===== src/rtl/tatc_pkg.sv =====
`default_nettype none

package tatc_pkg;

  // Widths of the item fields and of the configuration port.
  localparam int unsigned LightW   = 20;
  localparam int unsigned PosW     = 16;
  localparam int unsigned BandW    = 21;
  localparam int unsigned CfgDataW = 21;
  localparam int unsigned CfgIdxW  = 3;
  localparam int unsigned ActionW  = 3;

  // Position bounds of the two axes, the reset position and the ends of the signed range.
  localparam logic signed [PosW-1:0] HorizPosHi = 16'sd90;
  localparam logic signed [PosW-1:0] HorizPosLo = 16'sd30;
  localparam logic signed [PosW-1:0] VertPosHi  = 16'sd180;
  localparam logic signed [PosW-1:0] VertPosLo  = 16'sd0;
  localparam logic signed [PosW-1:0] PosReset   = 16'sd1000;
  localparam logic signed [PosW-1:0] PosMax     = 16'sh7fff;
  localparam logic signed [PosW-1:0] PosMin     = 16'sh8000;

  // Request action codes.
  typedef enum logic [ActionW-1:0] {
    ACT_EVAL   = 3'd0,
    ACT_HOME   = 3'd1,
    ACT_STOP   = 3'd2,
    ACT_STEP_H = 3'd3,
    ACT_STEP_V = 3'd4
  } action_e;

  // Configuration register indexes.
  typedef enum logic [CfgIdxW-1:0] {
    CFG_MANUAL     = 3'd0,
    CFG_H_SETPOINT = 3'd1,
    CFG_V_SETPOINT = 3'd2,
    CFG_BAND_UPPER = 3'd3,
    CFG_BAND_LOWER = 3'd4
  } cfg_idx_e;

  // Configuration register contents.
  typedef struct packed {
    logic                    manual;
    logic signed [PosW-1:0]  h_setpoint;
    logic signed [PosW-1:0]  v_setpoint;
    logic signed [BandW-1:0] band_upper;
    logic signed [BandW-1:0] band_lower;
  } cfg_t;

  // Per-axis command decoded from the action code.
  typedef struct packed {
    logic eval;
    logic home;
    logic stop;
    logic step;
  } axis_cmd_t;

  // State of one axis.
  typedef struct packed {
    logic                   run;
    logic                   dir;
    logic signed [PosW-1:0] pos;
  } axis_state_t;

  // One accepted request as held in the input register.
  typedef struct packed {
    logic [ActionW-1:0] action;
    logic [LightW-1:0]  light_top;
    logic [LightW-1:0]  light_bottom;
    logic [LightW-1:0]  light_left;
    logic [LightW-1:0]  light_right;
    logic               switch_horiz_low;
    logic               switch_horiz_high;
    logic               switch_vert;
  } in_item_t;

endpackage

`default_nettype wire


===== src/rtl/two_axis_light_tracker_control_unit.sv =====
// Two-axis light tracker control.
//
// Requests enter on in_valid_i / in_stall_o with one port per field and are
// accepted at a rising edge where in_valid_i is high and in_stall_o is low.
// Every request yields exactly one result on out_valid_o / out_stall_i: the
// run flags, directions and positions of both axes after that request.
// The user writes one configuration register per edge via cfg_we_i, cfg_idx_i
// and cfg_data_i, only while no request is in flight; the block does not check.
//
// A request is taken into the input register; when it moves on, the axis
// decision logic updates the axis state registers, which are the result
// register. One request is accepted per cycle while out_stall_i is low.
// While the receiver stalls, the result holds and one more request may
// wait in the input register; after that in_stall_o goes high.
// Reset clears the configuration, stops both axes, points them toward the
// top and the left, and sets both positions to 1000. No result is pending.
`default_nettype none

module two_axis_light_tracker_control_unit
  import tatc_pkg::*;
(
  input  wire logic                   clk_i,
  input  wire logic                   rst_ni,
  // Configuration port.
  input  wire logic                   cfg_we_i,
  input  wire logic [CfgIdxW-1:0]     cfg_idx_i,
  input  wire logic [CfgDataW-1:0]    cfg_data_i,
  // Request channel.
  input  wire logic                   in_valid_i,
  output logic                        in_stall_o,
  input  wire logic [ActionW-1:0]     action_i,
  input  wire logic [LightW-1:0]      light_top_i,
  input  wire logic [LightW-1:0]      light_bottom_i,
  input  wire logic [LightW-1:0]      light_left_i,
  input  wire logic [LightW-1:0]      light_right_i,
  input  wire logic                   switch_horiz_low_i,
  input  wire logic                   switch_horiz_high_i,
  input  wire logic                   switch_vert_i,
  // Result channel.
  output logic                        out_valid_o,
  input  wire logic                   out_stall_i,
  output logic                        horiz_running_o,
  output logic                        horiz_toward_top_o,
  output logic                        vert_running_o,
  output logic                        vert_toward_left_o,
  output logic signed [PosW-1:0]      horiz_pos_out_o,
  output logic signed [PosW-1:0]      vert_pos_out_o
);

  cfg_t        cfg;
  in_item_t    in_q;
  logic        in_vld_q;
  logic        out_vld_q;
  logic        advance;
  logic        in_take;
  axis_cmd_t   h_cmd;
  axis_cmd_t   v_cmd;
  axis_state_t h_q;
  axis_state_t h_d;
  axis_state_t v_q;
  axis_state_t v_d;

  tatc_cfg u_cfg (
    .clk_i      (clk_i),
    .rst_ni     (rst_ni),
    .cfg_we_i   (cfg_we_i),
    .cfg_idx_i  (cfg_idx_i),
    .cfg_data_i (cfg_data_i),
    .cfg_o      (cfg)
  );

  // Handshake: the held request moves on when the result slot is free or drains.
  assign advance    = in_vld_q && (!out_vld_q || !out_stall_i);
  assign in_stall_o = in_vld_q && !advance;
  assign in_take    = in_valid_i && !in_stall_o;

  // Input register.
  always_ff @(posedge clk_i or negedge rst_ni) begin
    if (!rst_ni) begin
      in_vld_q <= 1'b0;
    end else if (in_take) begin
      in_vld_q <= 1'b1;
    end else if (advance) begin
      in_vld_q <= 1'b0;
    end
  end

  always_ff @(posedge clk_i) begin
    if (in_take) begin
      in_q.action            <= action_i;
      in_q.light_top         <= light_top_i;
      in_q.light_bottom      <= light_bottom_i;
      in_q.light_left        <= light_left_i;
      in_q.light_right       <= light_right_i;
      in_q.switch_horiz_low  <= switch_horiz_low_i;
      in_q.switch_horiz_high <= switch_horiz_high_i;
      in_q.switch_vert       <= switch_vert_i;
    end
  end

  // Action decoder.
  always_comb begin
    h_cmd = '0;
    v_cmd = '0;
    unique case (action_e'(in_q.action))
      ACT_EVAL: begin
        h_cmd.eval = 1'b1;
        v_cmd.eval = 1'b1;
      end
      ACT_HOME: begin
        h_cmd.home = 1'b1;
        v_cmd.home = 1'b1;
      end
      ACT_STOP: begin
        h_cmd.stop = 1'b1;
        v_cmd.stop = 1'b1;
      end
      ACT_STEP_H: h_cmd.step = 1'b1;
      ACT_STEP_V: v_cmd.step = 1'b1;
      default: ;
    endcase
  end

  // Horizontal axis: top against bottom, homes toward the bottom switch.
  tatc_axis u_horiz (
    .cmd_i        (h_cmd),
    .manual_i     (cfg.manual),
    .band_upper_i (cfg.band_upper),
    .band_lower_i (cfg.band_lower),
    .setpoint_i   (cfg.h_setpoint),
    .light_a_i    (in_q.light_top),
    .light_b_i    (in_q.light_bottom),
    .sw_up_i      (in_q.switch_horiz_high),
    .sw_down_i    (in_q.switch_horiz_low),
    .sw_home_i    (in_q.switch_horiz_low),
    .home_dir_i   (1'b0),
    .pos_hi_i     (HorizPosHi),
    .pos_lo_i     (HorizPosLo),
    .state_i      (h_q),
    .state_o      (h_d)
  );

  // Vertical axis: left against right, no switch on the way to the right.
  tatc_axis u_vert (
    .cmd_i        (v_cmd),
    .manual_i     (cfg.manual),
    .band_upper_i (cfg.band_upper),
    .band_lower_i (cfg.band_lower),
    .setpoint_i   (cfg.v_setpoint),
    .light_a_i    (in_q.light_left),
    .light_b_i    (in_q.light_right),
    .sw_up_i      (in_q.switch_vert),
    .sw_down_i    (1'b1),
    .sw_home_i    (in_q.switch_vert),
    .home_dir_i   (1'b1),
    .pos_hi_i     (VertPosHi),
    .pos_lo_i     (VertPosLo),
    .state_i      (v_q),
    .state_o      (v_d)
  );

  // Axis state doubles as the result register.
  always_ff @(posedge clk_i or negedge rst_ni) begin
    if (!rst_ni) begin
      out_vld_q <= 1'b0;
      h_q.run   <= 1'b0;
      h_q.dir   <= 1'b1;
      h_q.pos   <= PosReset;
      v_q.run   <= 1'b0;
      v_q.dir   <= 1'b1;
      v_q.pos   <= PosReset;
    end else begin
      if (advance) begin
        out_vld_q <= 1'b1;
        h_q       <= h_d;
        v_q       <= v_d;
      end else if (!out_stall_i) begin
        out_vld_q <= 1'b0;
      end
    end
  end

  assign out_valid_o        = out_vld_q;
  assign horiz_running_o    = h_q.run;
  assign horiz_toward_top_o = h_q.dir;
  assign vert_running_o     = v_q.run;
  assign vert_toward_left_o = v_q.dir;
  assign horiz_pos_out_o    = h_q.pos;
  assign vert_pos_out_o     = v_q.pos;

endmodule

`default_nettype wire


===== src/rtl/tatc_cfg.sv =====
`default_nettype none

module tatc_cfg
  import tatc_pkg::*;
(
  input  wire logic                clk_i,
  input  wire logic                rst_ni,
  input  wire logic                cfg_we_i,
  input  wire logic [CfgIdxW-1:0]  cfg_idx_i,
  input  wire logic [CfgDataW-1:0] cfg_data_i,
  output cfg_t                     cfg_o
);

  cfg_t cfg_q;

  // Register file; writes to unknown indexes are dropped.
  always_ff @(posedge clk_i or negedge rst_ni) begin
    if (!rst_ni) begin
      cfg_q <= '0;
    end else if (cfg_we_i) begin
      unique case (cfg_idx_e'(cfg_idx_i))
        CFG_MANUAL:     cfg_q.manual     <= cfg_data_i[0];
        CFG_H_SETPOINT: cfg_q.h_setpoint <= cfg_data_i[PosW-1:0];
        CFG_V_SETPOINT: cfg_q.v_setpoint <= cfg_data_i[PosW-1:0];
        CFG_BAND_UPPER: cfg_q.band_upper <= cfg_data_i[BandW-1:0];
        CFG_BAND_LOWER: cfg_q.band_lower <= cfg_data_i[BandW-1:0];
        default: ;
      endcase
    end
  end

  assign cfg_o = cfg_q;

endmodule

`default_nettype wire


===== src/rtl/tatc_axis.sv =====
`default_nettype none

module tatc_axis
  import tatc_pkg::*;
(
  input  axis_cmd_t                    cmd_i,
  input  wire logic                    manual_i,
  input  wire logic signed [BandW-1:0] band_upper_i,
  input  wire logic signed [BandW-1:0] band_lower_i,
  input  wire logic signed [PosW-1:0]  setpoint_i,
  input  wire logic [LightW-1:0]       light_a_i,
  input  wire logic [LightW-1:0]       light_b_i,
  input  wire logic                    sw_up_i,
  input  wire logic                    sw_down_i,
  input  wire logic                    sw_home_i,
  input  wire logic                    home_dir_i,
  input  wire logic signed [PosW-1:0]  pos_hi_i,
  input  wire logic signed [PosW-1:0]  pos_lo_i,
  input  axis_state_t                  state_i,
  output axis_state_t                  state_o
);

  logic signed [BandW-1:0] diff;
  logic                    in_band;
  logic                    up_ok;
  logic                    down_ok;

  // Light difference; both sides are 20-bit unsigned, so it fits 21 bits signed.
  assign diff    = $signed({1'b0, light_a_i}) - $signed({1'b0, light_b_i});
  assign in_band = (diff < band_upper_i) && (diff > band_lower_i);
  assign up_ok   = (light_b_i > light_a_i) && sw_up_i && (state_i.pos < pos_hi_i);
  assign down_ok = (light_b_i < light_a_i) && sw_down_i && (state_i.pos > pos_lo_i);

  // Next state of the axis. A stopped axis keeps its direction.
  always_comb begin
    state_o = state_i;
    if (cmd_i.eval) begin
      if (manual_i) begin
        if (state_i.pos == setpoint_i) begin
          state_o.run = 1'b0;
        end else if ((state_i.pos < setpoint_i) && (state_i.pos < pos_hi_i)) begin
          state_o.run = 1'b1;
          state_o.dir = 1'b1;
        end else if ((state_i.pos > setpoint_i) && (state_i.pos > pos_lo_i)) begin
          state_o.run = 1'b1;
          state_o.dir = 1'b0;
        end else begin
          state_o.run = 1'b0;
        end
      end else begin
        if (in_band) begin
          state_o.run = 1'b0;
        end else if (up_ok) begin
          state_o.run = 1'b1;
          state_o.dir = 1'b1;
        end else if (down_ok) begin
          state_o.run = 1'b1;
          state_o.dir = 1'b0;
        end else begin
          state_o.run = 1'b0;
        end
      end
    end else if (cmd_i.home) begin
      state_o.run = sw_home_i;
      if (sw_home_i) begin
        state_o.dir = home_dir_i;
      end
    end else if (cmd_i.stop) begin
      state_o.run = 1'b0;
    end else if (cmd_i.step) begin
      // Saturating step in the stored direction.
      if (state_i.dir) begin
        if (state_i.pos != PosMax) begin
          state_o.pos = state_i.pos + 16'sd1;
        end
      end else begin
        if (state_i.pos != PosMin) begin
          state_o.pos = state_i.pos - 16'sd1;
        end
      end
    end
  end

endmodule

`default_nettype wire


===== config.mk =====
export PLATFORM = sky130hd
export DESIGN_NAME = two_axis_light_tracker_control_unit
export DESIGN_NICKNAME = d
export VERILOG_FILES = /design/src/rtl/tatc_pkg.sv /design/src/rtl/two_axis_light_tracker_control_unit.sv /design/src/rtl/tatc_cfg.sv /design/src/rtl/tatc_axis.sv
export SDC_FILE = /design/constraint.sdc
export NUM_CORES = 1
export LEC_CHECK = 0
export BUFFER_PORTS_ARGS = -buffer_cell sky130_fd_sc_hd__buf_2
export CORE_ASPECT_RATIO = 2
export CORE_MARGIN = 4
export CORE_UTILIZATION = 40
export CTS_CLUSTER_DIAMETER = 200
export DETAILED_ROUTE_END_ITERATION = 10
export PLACE_DENSITY = 0.6
export SLEW_MARGIN = 20
export SYNTH_ARGS = -nofsm -noshare
export SYNTH_HDL_FRONTEND = slang
export SYNTH_SLANG_ARGS = --single-unit

===== constraint.sdc =====
create_clock -name clk_i -period 6 [get_ports clk_i]
set_clock_uncertainty 0.2 [all_clocks]
set_input_delay 1.2 -clock clk_i [delete_from_list [all_inputs] [get_ports clk_i]]
set_output_delay 1.2 -clock clk_i [all_outputs]
set_load 0.01 [all_outputs]

-- After elaboration in Yosys (flattened, before gate mapping)
Cells that the tools add are included.
- bits in registers: 199
- bits in latches: 0
- bits in writable memories: 0
- bits in read-only memories: 0
- bits of input ports: 115
- output and inout port bits: 38
- word-level logic and storage cells: 157
- memories: 0
- add/subtract/negate cells: 6
- multipliers: 0
- div/mod/pow operators: 0
- magnitude comparators: 16
- equality and inequality tests: 25
- shift-type cells: 0
- mux-type cells: 46
- bitwise operators: 3
- reduce and logical (&&, ||, !) cells: 40
- operator list (kind ; count):
    2-to-1 mux 16 bit ; 6
    inequality test 16 bit (second input constant) ; 4
    > comparator 21 bit ; 2
    less-than comparator 21 bit ; 2
    subtractor 20 x 20 -> 21 bit ; 2
    > comparator 20 bit ; 2
    less-than comparator 20 bit ; 2
    adder 16 x 2 -> 16 bit (second input constant) ; 2
    equality test 16 bit ; 2
    > comparator 16 bit ; 2
    less-than comparator 16 bit ; 2
    2-to-1 mux 1 bit ; 32
    subtractor 16 x 2 -> 16 bit (second input constant) ; 2
    AND reduction 7 bit ; 4
    > comparator 16 x 1 -> 1 bit (second input constant) ; 1
    > comparator 16 x 6 -> 1 bit (second input constant) ; 1
    logical AND 1 bit ; 16
    less-than comparator 16 x 8 -> 1 bit (second input constant) ; 1
    less-than comparator 16 x 9 -> 1 bit (second input constant) ; 1
    2-to-1 mux 2 bit ; 8
    equality test 3 x 2 -> 1 bit (second input constant) ; 4
    inequality test 3 bit (second input constant) ; 4
    AND reduction 2 bit ; 6
    nonzero test 2 bit ; 6
    other kinds (10) ; 22

-- Longest topological paths before layout
Gate-level depths: netlist of the first run.
- depth in word-level cells: 8
- mapped depth: 22

-- By module
A second synthesis of the first run with hierarchy kept.
- cell total of the unflattened synthesis: 1518
- area total of the unflattened synthesis: 15329.7 µm²
- modules (own cells, without submodules) (module ; instances ; cells each ; area an instance (µm²)):
    two_axis_light_tracker_control_unit ; 1 ; 177 ; 4225.3
    tatc_axis at u_vert ; 1 ; 609 ; 4151.5
    tatc_axis at u_horiz ; 1 ; 569 ; 4006.3
    tatc_cfg ; 1 ; 163 ; 2946.6

-- Least setup slack after synthesis of the first run
Ideal clock, no wire load.
- path kind: reg2reg
- start point: register in_q[43] (netlist name)
- end point: register h_q (netlist bit horiz_toward_top_o)
- arrival: 4057 ps
- path slack: 1661 ps
- cell stages (with the launch flop): 22
- path buffers: 0
- period minus slack after synthesis: 4339 ps
- cells stage by stage: edfxtp_1 -> ha_1 -> fa_1 -> nor2b_1 -> o21ai_1 -> a21oi_1 -> o21ai_1 -> a21oi_1 -> o21ai_0 -> a31oi_1 -> nor2_1 -> xnor2_1 -> ha_1 -> a21o_1 -> a21o_1 -> a21oi_1 -> o21ai_0 -> a221oi_1 -> xnor2_1 -> o21ai_0 -> o31ai_2 -> mux2_4
- word-level cells in the longest chain between the ends: 7
- elaborated cells on any way between the ends: 17
- RTL lines (element ; RTL line ; source):
    from (decl) ; two_axis_light_tracker_control_unit.sv:51 ; in_item_t in_q;
    parallel branches: the longest is 7 deep, another holds subtractor 20 x 20 -> 21 bit ; - ;
    to (decl) ; two_axis_light_tracker_control_unit.sv:58 ; axis_state_t h_q;
Parallel ways; which one is timed is not known. The select of a mux whose other input is x is not followed.
A chain may end at the register's enable or synchronous reset.

-- Worst setup path in the final report of the first run
Ends and elaborated chain as after synthesis.

==> qor.tcl, run 1 <==
set qor(portBuffers) 152
set qor(detailedPlace.worstSlack_ps) 940
set qor(clock_tree.buffer_depth) 2
set qor(cts_made_buffers) 17
set qor(die_width_microns) 136
set qor(sw_frac_of_total) 0.391
set qor(floorplan.die_area_sq_mm) 0.0361
set qor(n_antenna_cell) 0
set qor(timing_worst_slew_pin_value_ps) 960
set qor(multiplexer_fraction_of_the_synthesized_cell_area) 0.0381
set qor(post_cts.resized_instances) 0
set qor(pwr-share-clk) 0.214
set qor(total_number_of_vias) 10083
set qor(synth_xor_xnor_area_share) 0.0398
set qor(synth_seq_area_share) 0.411
set qor(run_status) {finished, final reports clean}
set qor(global_router_s_overall_resource_usage) 0.195
set qor(dr.first_iter.drc_count) 385
set qor(leading_cell_type_in_the_layout_fill_and_taps_excluded) {sky130_fd_sc_hd__ha_1}
set qor(critPathRequiredTime_ps) 6190
set qor(routed_wire_length_per_instance_microns) 18.1
set qor(floorplan.io_pins) 153
set qor(placement_rows) 93
set qor(setup_repair_bufs_after_cts) 0
set qor(power_switching_mw) 2.16
set qor(critical_path.max_fanout) 3
set qor(post_route_cells_drive_above_1_share) 0.175
set qor(timing.fmax_ghz) 0.200
set qor(detailed_place.area_sq_mm) 0.0145
set qor(internal-power_mw) 3.36
set qor(initial_utilization) 0.408
set qor(syn_area_sq_mm) 0.0132
set qor(ys_seq_elements) 199
set qor(final_util) 0.466
set qor(design_power_total_mw) 5.53
set qor(syn_area_per_cell_sq_um) 10.1
set qor(timing.final.setup_violations) 0
set qor(final-max-slew-violation-count) 0
set qor(fillCellCount) 3176
set qor(synth.area.top_cells) {sky130_fd_sc_hd__edfxtp_1, sky130_fd_sc_hd__dfrtp_1, sky130_fd_sc_hd__ha_1}
set qor(worst_hold_slack_after_final_layout_ps) 286
set qor(drv.max_cap_violation_count) 0
set qor(grt_pass1_vias) 10370
set qor(ctsHtreeMaxLevel) 4
set qor(most_frequent_cells_in_the_layout) {sky130_fd_sc_hd__ha_1, sky130_fd_sc_hd__buf_2, sky130_fd_sc_hd__inv_1, sky130_fd_sc_hd__nand2_1}
set qor(detail_route.vias_per_cell) 5.28
set qor(yosysTopAreaCell) {sky130_fd_sc_hd__edfxtp_1}
set qor(yosysWarnings) 0
set qor(yosysTopAreaCellShare) 0.196
set qor(power-per-cell-area_mw_per_mm2) 367
set qor(die_h_microns) 265
set qor(power.sequential.fraction) 0.357
set qor(synth_top_family_by_area) {adder cells}
set qor(number_of_synthesized_flops_with_an_enable_pin) 86
set qor(fin_cells) 1911
set qor(fin_tns_setup_ps) 0
set qor(cts_root_buffer) {sky130_fd_sc_hd__clkbuf_16}
set qor(hold_violations) 0
set qor(nNetsFinal) 1772
set qor(irDropWorstVdd_uv) 233
set qor(startpoint_type) {register}
set qor(synth_compound_gate_area_share) 0.162
set qor(gp_routability_congestion) 0.919
set qor(first_pass_grt_wire_length_microns) 54000
set qor(area.growth.synth_to_final_pct) 14.3
set qor(rsz0062_at_grt) {false}
set qor(clkLatencyLatePin_ps) 460
set qor(hp-class) {register to register}
set qor(detailed_place_hpwl_microns) 28300
set qor(critical_path_arrival_ps) 5190
set qor(finalWirelength_microns) 34700
set qor(maxSlewHeadroom) 0.351
set qor(synth_cell_type_count) 78
set qor(postSynth.asyncResetShare) 0.568
set qor(final_critical_path_setup_slack_ps) 992
set qor(synth_adder_area_share) 0.179
set qor(clk_pin_slew_ps) 80
set qor(drcViolationCount) 0
set qor(grt.overflow.total) 0
set qor(holdBufCountCts) 0
set qor(final.min_clock_period_ps) 5010
set qor(worstSetupPathType) {register to register}
set qor(grt_start_max_net_pins) 70
set qor(final_min_period_over_clock_period) 0.835
set qor(postSynthCellCount) 1311
set qor(syn-num-nets) 1612
set qor(ant_nets) 0
set qor(drt_first_pass_iters) 5
set qor(synth_simple_gate_area_share) 0.122
set qor(numPlacedInstances) 1879
set qor(multi_input_comb_area_sq_mm) 0.00715
set qor(power.combinational.fraction) 0.428
set qor(dominantRegCellSynth) {sky130_fd_sc_hd__dfrtp_1}
set qor(clkSinkCount) 199
set qor(cts_tree) {yes}
set qor(critPathCaptureType) {register}
set qor(p_leak_nw) 6.98
set qor(core_region_area_sq_mm) 0.0323
set qor(antenna_found_initial) 0
set qor(layout.cell_area.non_filler_sq_mm) 0.0151
set qor(ff_latch_area_sq_mm) 0.00543
## power by group through the flow
stage                     combinational [mW]  sequential [mW]  clock [mW]
after floorplan                         1.67             1.94           0
after global placement                  2.31             2.00           0
after detailed placement                2.37             2.01           0
after CTS                               2.39             1.98        1.23
after global routing                    2.68             2.01        1.27
final                                   2.37             1.97        1.19
## synth_stat cells (18+ instances only)
| cell type | instances |
|---|---|
| sky130_fd_sc_hd__a21oi_1 | 83 |
| sky130_fd_sc_hd__nor2_1 | 61 |
| sky130_fd_sc_hd__nand2_1 | 113 |
| sky130_fd_sc_hd__o21ai_0 | 99 |
| sky130_fd_sc_hd__nand3_1 | 22 |
| sky130_fd_sc_hd__o21ai_1 | 20 |
| sky130_fd_sc_hd__mux2_2 | 28 |
| sky130_fd_sc_hd__edfxtp_1 | 86 |
| sky130_fd_sc_hd__nand4_1 | 34 |
| sky130_fd_sc_hd__a21o_1 | 45 |
| sky130_fd_sc_hd__xnor2_1 | 42 |
| sky130_fd_sc_hd__dfrtp_1 | 99 |
| sky130_fd_sc_hd__xor2_1 | 18 |
| sky130_fd_sc_hd__ha_1 | 182 |
| sky130_fd_sc_hd__inv_1 | 144 |
## metal layers
layer | GRT usage | wire length (microns) | vias to the layer above
met2 | 0.380 | 19400 | 210
met3 | 0.0249 | 976 | 57
met1 | 0.196 | 12700 | 4763
met4 | 0.101 | 1670 | 0
li1 | - | - | 5053
met5 | 0 | 0 | -
## critical path: stages, from the launching register on
cell                       delay, ps
sky130_fd_sc_hd__edfxtp_1        380
sky130_fd_sc_hd__ha_1            240
sky130_fd_sc_hd__fa_1            410
sky130_fd_sc_hd__nor2b_1         130
sky130_fd_sc_hd__o21ai_1          80
sky130_fd_sc_hd__a21oi_1         210
sky130_fd_sc_hd__o21ai_1         100
sky130_fd_sc_hd__a21oi_1         340
sky130_fd_sc_hd__o21ai_0         240
sky130_fd_sc_hd__a31oi_1         260
sky130_fd_sc_hd__nor2_1           80
sky130_fd_sc_hd__xnor2_1         230
sky130_fd_sc_hd__ha_1            300
sky130_fd_sc_hd__a21o_1          180
sky130_fd_sc_hd__a21o_1          170
sky130_fd_sc_hd__a21oi_1         140
sky130_fd_sc_hd__o21ai_0          90
sky130_fd_sc_hd__a221oi_1        250
sky130_fd_sc_hd__xnor2_1         170
sky130_fd_sc_hd__o21ai_0         140
sky130_fd_sc_hd__o31ai_2         300
sky130_fd_sc_hd__mux2_4          320
## worst paths after layout
path / endpoint / cells past startpoint / slack, ps / start
setup / recovery: horiz_toward_top_o / 21 / 990 / in_q[43]
hold / removal: vert_running_o / 1 / 290 / vert_running_o
setup reg to reg: horiz_toward_top_o / 21 / 990 / in_q[43]
hold reg to reg: vert_running_o / 1 / 290 / vert_running_o
max in group asynchronous: u_cfg.cfg_o[39] / 2 / 3780 / rst_ni
min in group asynchronous: vert_pos_out_o[1] / 1 / 670 / rst_ni
## cell families after synthesis
kind of cell	count (synthesis)
and+or+nand+nor	321
adders and majority gates	186
DFF	199
buffers and inverters	164
muxes	45
xor gates and xnor gates	60
AOI/OAI and AO/OA	336
## registers in the layout, summed over array words and instances, names as in the netlist
name,cells
horiz_pos_out_o,16
horiz_running_o,1
horiz_toward_top_o,1
in_q,86
in_vld_q,1
out_valid_o,1
u_cfg.cfg_o,75
vert_pos_out_o,16
vert_running_o,1
vert_toward_left_o,1
## area by class of cell
type	instances	area share
repair buffers	161	0.0551
well taps	427	0.0354
clock inverters	14	0.0107
clock buffers	18	0.0285
multi-input cells	948	0.474
flip-flops and latches	199	0.360
inverters	144	0.0359
(Power assumes the default switching activity.)
==> run 2: changes to the inputs <==
- PLACE_DENSITY: 0.6 -> 0.62
- clock period: 6 -> 4.4 ns (I/O delays scaled with it)
==> run 2 against run 1 <==
Against the previous run: the flow now finishes with violations (setup timing); die area did not move; combinational power rose by 51%; via count rose by 5.1%; hold slack got worse by 130 ps; global-route usage rose by 0.59 points; fmax rose by 8.9%.
==> qor.tcl, run 2 (synthesis results as in run 1) <==
set qor(run_status) {finished, violations left} ;# was finished, final reports clean
set qor(detailed_place_hpwl_microns) 28800 ;# was 28300 microns
set qor(final_min_period_over_clock_period) 1.05 ;# was 0.835
set qor(global_router_s_overall_resource_usage) 0.201 ;# was 0.195
set qor(crit_path_cell_trace) {inv_2 -> ha_4 -> fa_2 -> nor2b_1 -> o21a_1 -> o21a_1 -> nand2b_4 -> a32oi_2 -> a211oi_2 -> a41o_1 -> buf_6 -> o41a_1 -> xor2_2 -> ha_1 -> nand4_1 -> nor3_2 -> buf_4 -> a21oi_1 -> o21a_1 -> o21ai_1 -> mux2i_1 -> a211oi_2 -> o31ai_4 -> mux2i_1} ;# was ha_1 -> fa_1 -> nor2b_1 -> o21ai_1 -> a21oi_1 -> o21ai_1 -> a21oi_1 -> o21ai_0 -> a31oi_1 -> nor2_1 -> xnor2_1 -> ha_1 -> a21o_1 -> a21o_1 -> a21oi_1 -> o21ai_0 -> a221oi_1 -> xnor2_1 -> o21ai_0 -> o31ai_2 -> mux2_4
set qor(final_util) 0.501 ;# was 0.466
set qor(final-max-slew-violation-count) 0 ;# unchanged
set qor(number_of_flip_flops_in_the_largest_register) 86 ;# unchanged
set qor(total_number_of_vias) 10593 ;# was 10083
set qor(post_route_cells_drive_above_1_share) 0.257 ;# was 0.175
set qor(detail_route.vias_per_cell) 5.25 ;# was 5.28
set qor(placement_rows) 93 ;# unchanged
set qor(wl_met2_microns) 20100 ;# was 19400 microns
set qor(final.min_clock_period_ps) 4600 ;# was 5010 ps
set qor(critPathCaptureType) {register} ;# unchanged
set qor(worst_path_most_repeated_cell) {sky130_fd_sc_hd__o21a_1}
set qor(hp-class) {input pin to async pin} ;# was register to register
set qor(critPathRequiredTime_ps) 4580 ;# was 6190 ps
set qor(timing_worst_slew_pin_value_ps) 637 ;# was 960 ps
set qor(ctsHtreeMaxLevel) 4 ;# unchanged
set qor(initial_utilization) 0.408 ;# unchanged
set qor(gp_routability_congestion) 0.929 ;# was 0.919
set qor(die_h_microns) 265 ;# unchanged
set qor(area.growth.synth_to_final_pct) 22.7 ;# was 14.3%
set qor(drcViolationCount) 0 ;# unchanged
set qor(clkLatencyLatePin_ps) 450 ;# was 460 ps
set qor(cts_root_buffer) {sky130_fd_sc_hd__clkbuf_16} ;# unchanged
set qor(worstSetupPathType) {register to register} ;# unchanged
set qor(ff_latch_area_sq_mm) 0.00543 ;# unchanged
set qor(maxSlewHeadroom) 0.575 ;# was 0.351
set qor(layout.cell_area.non_filler_sq_mm) 0.0162 ;# was 0.0151 sq mm
set qor(failing_checks) {setup timing}
set qor(critical_path.max_fanout) 2 ;# was 3
set qor(dr.first_iter.drc_count) 394 ;# was 385
set qor(rsz0062_at_grt) {true} ;# was false
set qor(ant_nets) 0 ;# unchanged
set qor(first_pass_grt_wire_length_microns) 55900 ;# was 54000 microns
set qor(irDropWorstVdd_uv) 303 ;# was 233 uV
set qor(drt_first_pass_iters) 5 ;# unchanged
set qor(timing.final.setup_violations) 3 ;# was 0
set qor(core_region_area_sq_mm) 0.0323 ;# unchanged
set qor(grt_pass1_vias) 10930 ;# was 10370
set qor(fillCellCount) 3098 ;# was 3176
set qor(design_power_total_mw) 7.86 ;# was 5.53 mW
set qor(leading_cell_type_in_the_layout_fill_and_taps_excluded) {sky130_fd_sc_hd__ha_1} ;# unchanged
set qor(timing.fmax_ghz) 0.217 ;# was 0.200 GHz
set qor(die_width_microns) 136 ;# unchanged
set qor(n_antenna_cell) 0 ;# unchanged
set qor(top_register) {in_q} ;# unchanged
set qor(multi_input_comb_area_sq_mm) 0.00743 ;# was 0.00715 sq mm
set qor(fin_tns_setup_ps) -354 ;# was 0 ps
set qor(detailed_place.area_sq_mm) 0.0152 ;# was 0.0145 sq mm
set qor(clock_tree.buffer_depth) 2 ;# unchanged
set qor(critPathTopFamily) {compound AO/OA/AOI/OAI gates} ;# unchanged
set qor(startpoint_type) {register} ;# unchanged
set qor(portBuffers) 152 ;# unchanged
set qor(hold_violations) 0 ;# unchanged
set qor(grt_start_max_net_pins) 86 ;# was 70
set qor(critical_path_arrival_ps) 4780 ;# was 5190 ps
set qor(worst_path_largest_cell_delay_ps) 380 ;# was 410 ps
set qor(worst_hold_slack_after_final_layout_ps) 153 ;# was 286 ps
set qor(met1Wirelength_microns) 12700 ;# about the same
set qor(most_frequent_cells_in_the_layout) {sky130_fd_sc_hd__ha_1, sky130_fd_sc_hd__buf_2, sky130_fd_sc_hd__inv_1, sky130_fd_sc_hd__buf_4, sky130_fd_sc_hd__nand2_1} ;# was sky130_fd_sc_hd__ha_1, sky130_fd_sc_hd__buf_2, sky130_fd_sc_hd__inv_1, sky130_fd_sc_hd__nand2_1
set qor(drv.max_cap_violation_count) 0 ;# unchanged
set qor(grt.overflow.total) 0 ;# unchanged
set qor(floorplan.io_pins) 153 ;# unchanged
set qor(clkSinkCount) 199 ;# unchanged
set qor(power-per-cell-area_mw_per_mm2) 486 ;# was 367 mW/mm^2
set qor(cp_bufs_invs) 3 ;# was 0
set qor(met3_wirelength_microns) 875 ;# was 976 microns
set qor(floorplan.die_area_sq_mm) 0.0361 ;# unchanged
set qor(p_leak_nw) 7.56 ;# was 6.98 nW
set qor(route.top_layer_used) {met4} ;# unchanged
set qor(nNetsFinal) 1879 ;# was 1772
set qor(cts_tree) {yes} ;# unchanged
set qor(crit_path_top_delay_cell) {sky130_fd_sc_hd__edfxtp_1} ;# was sky130_fd_sc_hd__fa_1
set qor(antenna_found_initial) 0 ;# unchanged
set qor(final_critical_path_setup_slack_ps) -200 ;# was 992 ps
set qor(routed_wire_length_per_instance_microns) 17.5 ;# was 18.1 microns
set qor(clk_pin_slew_ps) 70 ;# was 80 ps
set qor(finalWirelength_microns) 35400 ;# was 34700 microns
set qor(cts_made_buffers) 17 ;# unchanged
[run 2: final cells by class]
cell class	count	area share
multi-input cells	948	0.459
flip-flops and latches	199	0.335
repair buffers	268	0.103
inverters	144	0.0334
well taps	427	0.0330
clock buffers	21	0.0297
clock inverters	11	0.00703
[run 2: routing by layer]
layer | track usage | up-vias
met3 | 0.0239 | 69
met5 | 0 | -
met2 | 0.395 | 198
met1 | 0.200 | 5059
met4 | 0.102 | 0
li1 | - | 5267
[run 2: metrics by stage]
stage	setup slack, ps	cells
global route	-416	2018
CTS	-307	2013
global placement	-418	1973
floorplan	60.9	1311
detailed placement	-553	1973
finish	-200	2018
[run 2: path summary, 6_finish.rpt]
check	from	to	slack, ps	depth (start not counted)
setup / recovery	in_q[23]	vert_toward_left_o	-200	24
hold / removal	rst_ni	vert_pos_out_o[0]	150	1
setup reg to reg	in_q[23]	vert_toward_left_o	-200	24
hold reg to reg	horiz_running_o	horiz_running_o	280	1
max in group asynchronous	rst_ni	horiz_pos_out_o[9]	3000	2
min in group clk_i	horiz_running_o	horiz_running_o	280	1
[run 2: repair_timing]
item,CTS,global route
pin swaps,44,38
cloned,0,0
hold buffers,0,0
endpoints found under the setup margin,4,4
gates resized for setup,41,22
buffers inserted,11,7
[run 2: report_power, final]
| part | internal [mW] | total, mW | switching [mW] | leakage (nW) |
|---|---|---|---|---|
| sequential | 2.31 | 2.70 | 0.386 | 2.18 |
| combinational | 1.67 | 3.58 | 1.91 | 5.08 |
| clock | 0.856 | 1.58 | 0.727 | 0.296 |
==> run 3: changes to the inputs <==
- GPL_TIMING_DRIVEN: not set -> 0
==> run 3 against run 2 <==
Against the previous run: largest power group unchanged; critical endpoint is now vert_running_o; global-route usage hardly changed; via count shrank 1.9%; register-to-register slack lost 120 ps; sequential share of layout area up 1.4 points; critical path depth shrank 1; the flow still finishes with violations (setup timing); largest cell class unchanged; combinational power is 6.4% lower.
==> qor.tcl, run 3 (synthesis results as in run 1) <==
set qor(portBuffers) 152 ;# unchanged
set qor(dr.first_iter.drc_count) 558 ;# was 394
set qor(antenna_found_initial) 0 ;# unchanged
set qor(ant_nets) 0 ;# unchanged
set qor(critPathCaptureType) {register} ;# unchanged
set qor(numPlacedInstances) 1892 ;# was 1973
set qor(top_register) {in_q} ;# unchanged
set qor(first_pass_grt_wire_length_microns) 56100 ;# was 55900 microns
set qor(fin_tns_setup_ps) -943 ;# was -354 ps
set qor(detail_route.vias_per_cell) 5.34 ;# was 5.25
set qor(routed_wire_length_per_instance_microns) 18.3 ;# was 17.5 microns
set qor(irDropWorstVdd_uv) 298 ;# was 303 uV
set qor(ctsHtreeMaxLevel) 4 ;# unchanged
set qor(global_router_s_overall_resource_usage) 0.201 ;# about the same
set qor(rsz0062_at_grt) {true} ;# unchanged
set qor(layout.cell_area.non_filler_sq_mm) 0.0155 ;# was 0.0162 sq mm
set qor(grt_start_max_net_pins) 78 ;# was 86
set qor(finalWirelength_microns) 35600 ;# was 35400 microns
set qor(final.min_clock_period_ps) 4720 ;# was 4600 ps
set qor(worst_hold_slack_after_final_layout_ps) 135 ;# was 153 ps
set qor(die_width_microns) 136 ;# unchanged
set qor(area.growth.synth_to_final_pct) 17.8 ;# was 22.7%
set qor(power-per-cell-area_mw_per_mm2) 491 ;# was 486 mW/mm^2
set qor(post_route_cells_drive_above_1_share) 0.208 ;# was 0.257
set qor(grt-busiest-layer) {met2} ;# unchanged
set qor(maxSlewHeadroom) 0.323 ;# was 0.575
set qor(cts_tree) {yes} ;# unchanged
set qor(drv.max_cap_violation_count) 0 ;# unchanged
set qor(core_region_area_sq_mm) 0.0323 ;# unchanged
set qor(critical_path.max_fanout) 3 ;# was 2
set qor(run_status) {finished, violations left} ;# unchanged
set qor(final-max-slew-violation-count) 0 ;# unchanged
set qor(cts_made_buffers) 17 ;# unchanged
set qor(timing.fmax_ghz) 0.212 ;# was 0.217 GHz
set qor(timing.final.setup_violations) 4 ;# was 3
set qor(cts_root_buffer) {sky130_fd_sc_hd__clkbuf_16} ;# unchanged
set qor(die_h_microns) 265 ;# unchanged
set qor(fin_cells) 1946 ;# was 2018
set qor(grtUsageMet1) 0.203 ;# was 0.200
set qor(grt_pass1_vias) 10771 ;# was 10930
set qor(initial_utilization) 0.408 ;# unchanged
set qor(timing_worst_slew_pin_value_ps) 1000 ;# was 637 ps
set qor(grt.overflow.total) 0 ;# unchanged
set qor(final_util) 0.481 ;# was 0.501
set qor(nNetsFinal) 1807 ;# was 1879
set qor(drt_first_pass_iters) 5 ;# unchanged
set qor(detailed_place_hpwl_microns) 28800 ;# about the same
set qor(n_antenna_cell) 0 ;# unchanged
set qor(total_number_of_vias) 10389 ;# was 10593
set qor(most_frequent_cells_in_the_layout) {sky130_fd_sc_hd__ha_1, sky130_fd_sc_hd__buf_2, sky130_fd_sc_hd__inv_1, sky130_fd_sc_hd__nand2_1, sky130_fd_sc_hd__dfrtp_1} ;# was sky130_fd_sc_hd__ha_1, sky130_fd_sc_hd__buf_2, sky130_fd_sc_hd__inv_1, sky130_fd_sc_hd__buf_4, sky130_fd_sc_hd__nand2_1
set qor(hp-class) {input pin to async pin} ;# unchanged
set qor(met2_usage) 0.396 ;# was 0.395
set qor(critPathRequiredTime_ps) 4590 ;# was 4580 ps
set qor(worstSetupPathType) {register to register} ;# unchanged
set qor(drcViolationCount) 0 ;# unchanged
set qor(globalRouteMet3Util) 0.0247 ;# was 0.0239
set qor(clock_tree.buffer_depth) 2 ;# unchanged
set qor(clk_pin_slew_ps) 80 ;# was 70 ps
set qor(clkSinkCount) 199 ;# unchanged
set qor(hold_violations) 0 ;# unchanged
set qor(clkLatencyLatePin_ps) 450 ;# about the same
set qor(p_leak_nw) 7.15 ;# was 7.56 nW
set qor(critical_path_arrival_ps) 4900 ;# was 4780 ps
set qor(failing_checks) {setup timing} ;# unchanged
set qor(floorplan.die_area_sq_mm) 0.0361 ;# unchanged
set qor(final_critical_path_setup_slack_ps) -319 ;# was -200 ps
set qor(leading_cell_type_in_the_layout_fill_and_taps_excluded) {sky130_fd_sc_hd__ha_1} ;# unchanged
set qor(number_of_flip_flops_in_the_largest_register) 86 ;# unchanged
set qor(gp_routability_congestion) 0.907 ;# was 0.929
set qor(placement_rows) 93 ;# unchanged
set qor(startpoint_type) {register} ;# unchanged
set qor(final_min_period_over_clock_period) 1.07 ;# was 1.05
set qor(detailed_place.area_sq_mm) 0.0146 ;# was 0.0152 sq mm
set qor(floorplan.io_pins) 153 ;# unchanged
==> run 3: changes by cell type in the layout (fill, tap and decap cells not counted), moves of 3 or more <==
cell,previous run,this run
sky130_fd_sc_hd__o21ai_2,4,7
sky130_fd_sc_hd__clkbuf_1,1,15
sky130_fd_sc_hd__buf_2,151,154
sky130_fd_sc_hd__buf_4,114,23
sky130_fd_sc_hd__ha_1,174,178
==> run 3: power by group <==
part | switching (mW) | internal (mW) | leakage [nW] | total [mW]
Sequential | 0.377 | 2.31 | 2.18 | 2.69
Combinational | 1.86 | 1.49 | 4.68 | 3.35
Clock | 0.740 | 0.856 | 0.288 | 1.60
Total | 2.98 | 4.66 | 7.15 | 7.64
==> run 3: final cells by class <==
type	instances	area, sq um
fill	3107	16800
multi-input combinational	948	7380
sequential	199	5430
timing repair buffer	176	987
inverter	144	541
tap	427	534
clock buffer	21	482
clock inverter	11	109
buffer	20	90.1
==> run 3: routing by layer <==
metal / wire [microns] / up-vias
met2: 20300 / 210
met3: 988 / 68
met1: 12800 / 4981
met5: 0 / -
met4: 1550 / 0
li1: - / 5130
==> run 3: path summary, 6_finish.rpt <==
| check | end | slack, ps | startpoint | depth (start not counted) |
|---|---|---|---|---|
| max | vert_running_o | -320 | in_q[23] | 23 |
| min | vert_pos_out_o[1] | 130 | rst_ni | 1 |
| max reg2reg | vert_running_o | -320 | in_q[23] | 23 |
| min reg2reg | vert_running_o | 280 | vert_running_o | 1 |
| max in group asynchronous | horiz_toward_top_o | 3080 | rst_ni | 2 |
| min in group clk_i | vert_running_o | 280 | vert_running_o | 1 |
==> run 3: per-stage QoR <==
stage	setup slack (ps)	total power, mW
floorplan	60.9	4.93
global placement	-917	5.86
detailed placement	-901	5.95
CTS	-344	7.66
global route	-604	8.25
finish	-319	7.64
==> run 3: critical path, stage by stage (launching register included) <==
cell and delay (ps):
sky130_fd_sc_hd__edfxtp_1 380, sky130_fd_sc_hd__inv_2 80, sky130_fd_sc_hd__ha_4 130, sky130_fd_sc_hd__fa_2 190
sky130_fd_sc_hd__nor2b_1 40, sky130_fd_sc_hd__o21a_1 170, sky130_fd_sc_hd__o21a_1 210, sky130_fd_sc_hd__nand2b_4 170
sky130_fd_sc_hd__a32oi_4 230, sky130_fd_sc_hd__a211oi_2 120, sky130_fd_sc_hd__a41o_1 230, sky130_fd_sc_hd__o41a_1 350
sky130_fd_sc_hd__xor2_2 160, sky130_fd_sc_hd__ha_1 300, sky130_fd_sc_hd__nand4_1 140, sky130_fd_sc_hd__nor3_2 250
sky130_fd_sc_hd__nand2_1 100, sky130_fd_sc_hd__o21a_1 200, sky130_fd_sc_hd__o21ai_1 90, sky130_fd_sc_hd__mux2i_1 270
sky130_fd_sc_hd__a211oi_2 90, sky130_fd_sc_hd__o31ai_2 290, sky130_fd_sc_hd__buf_4 190, sky130_fd_sc_hd__a21o_1 80
==> run 3: what timing repair did <==
action	4_1_cts	5_1_grt
hold buffers	0	0
buffers inserted	13	10
cloned	0	0
setup endpoints to repair	4	4
gates resized for setup	35	20
pin swaps	18	30
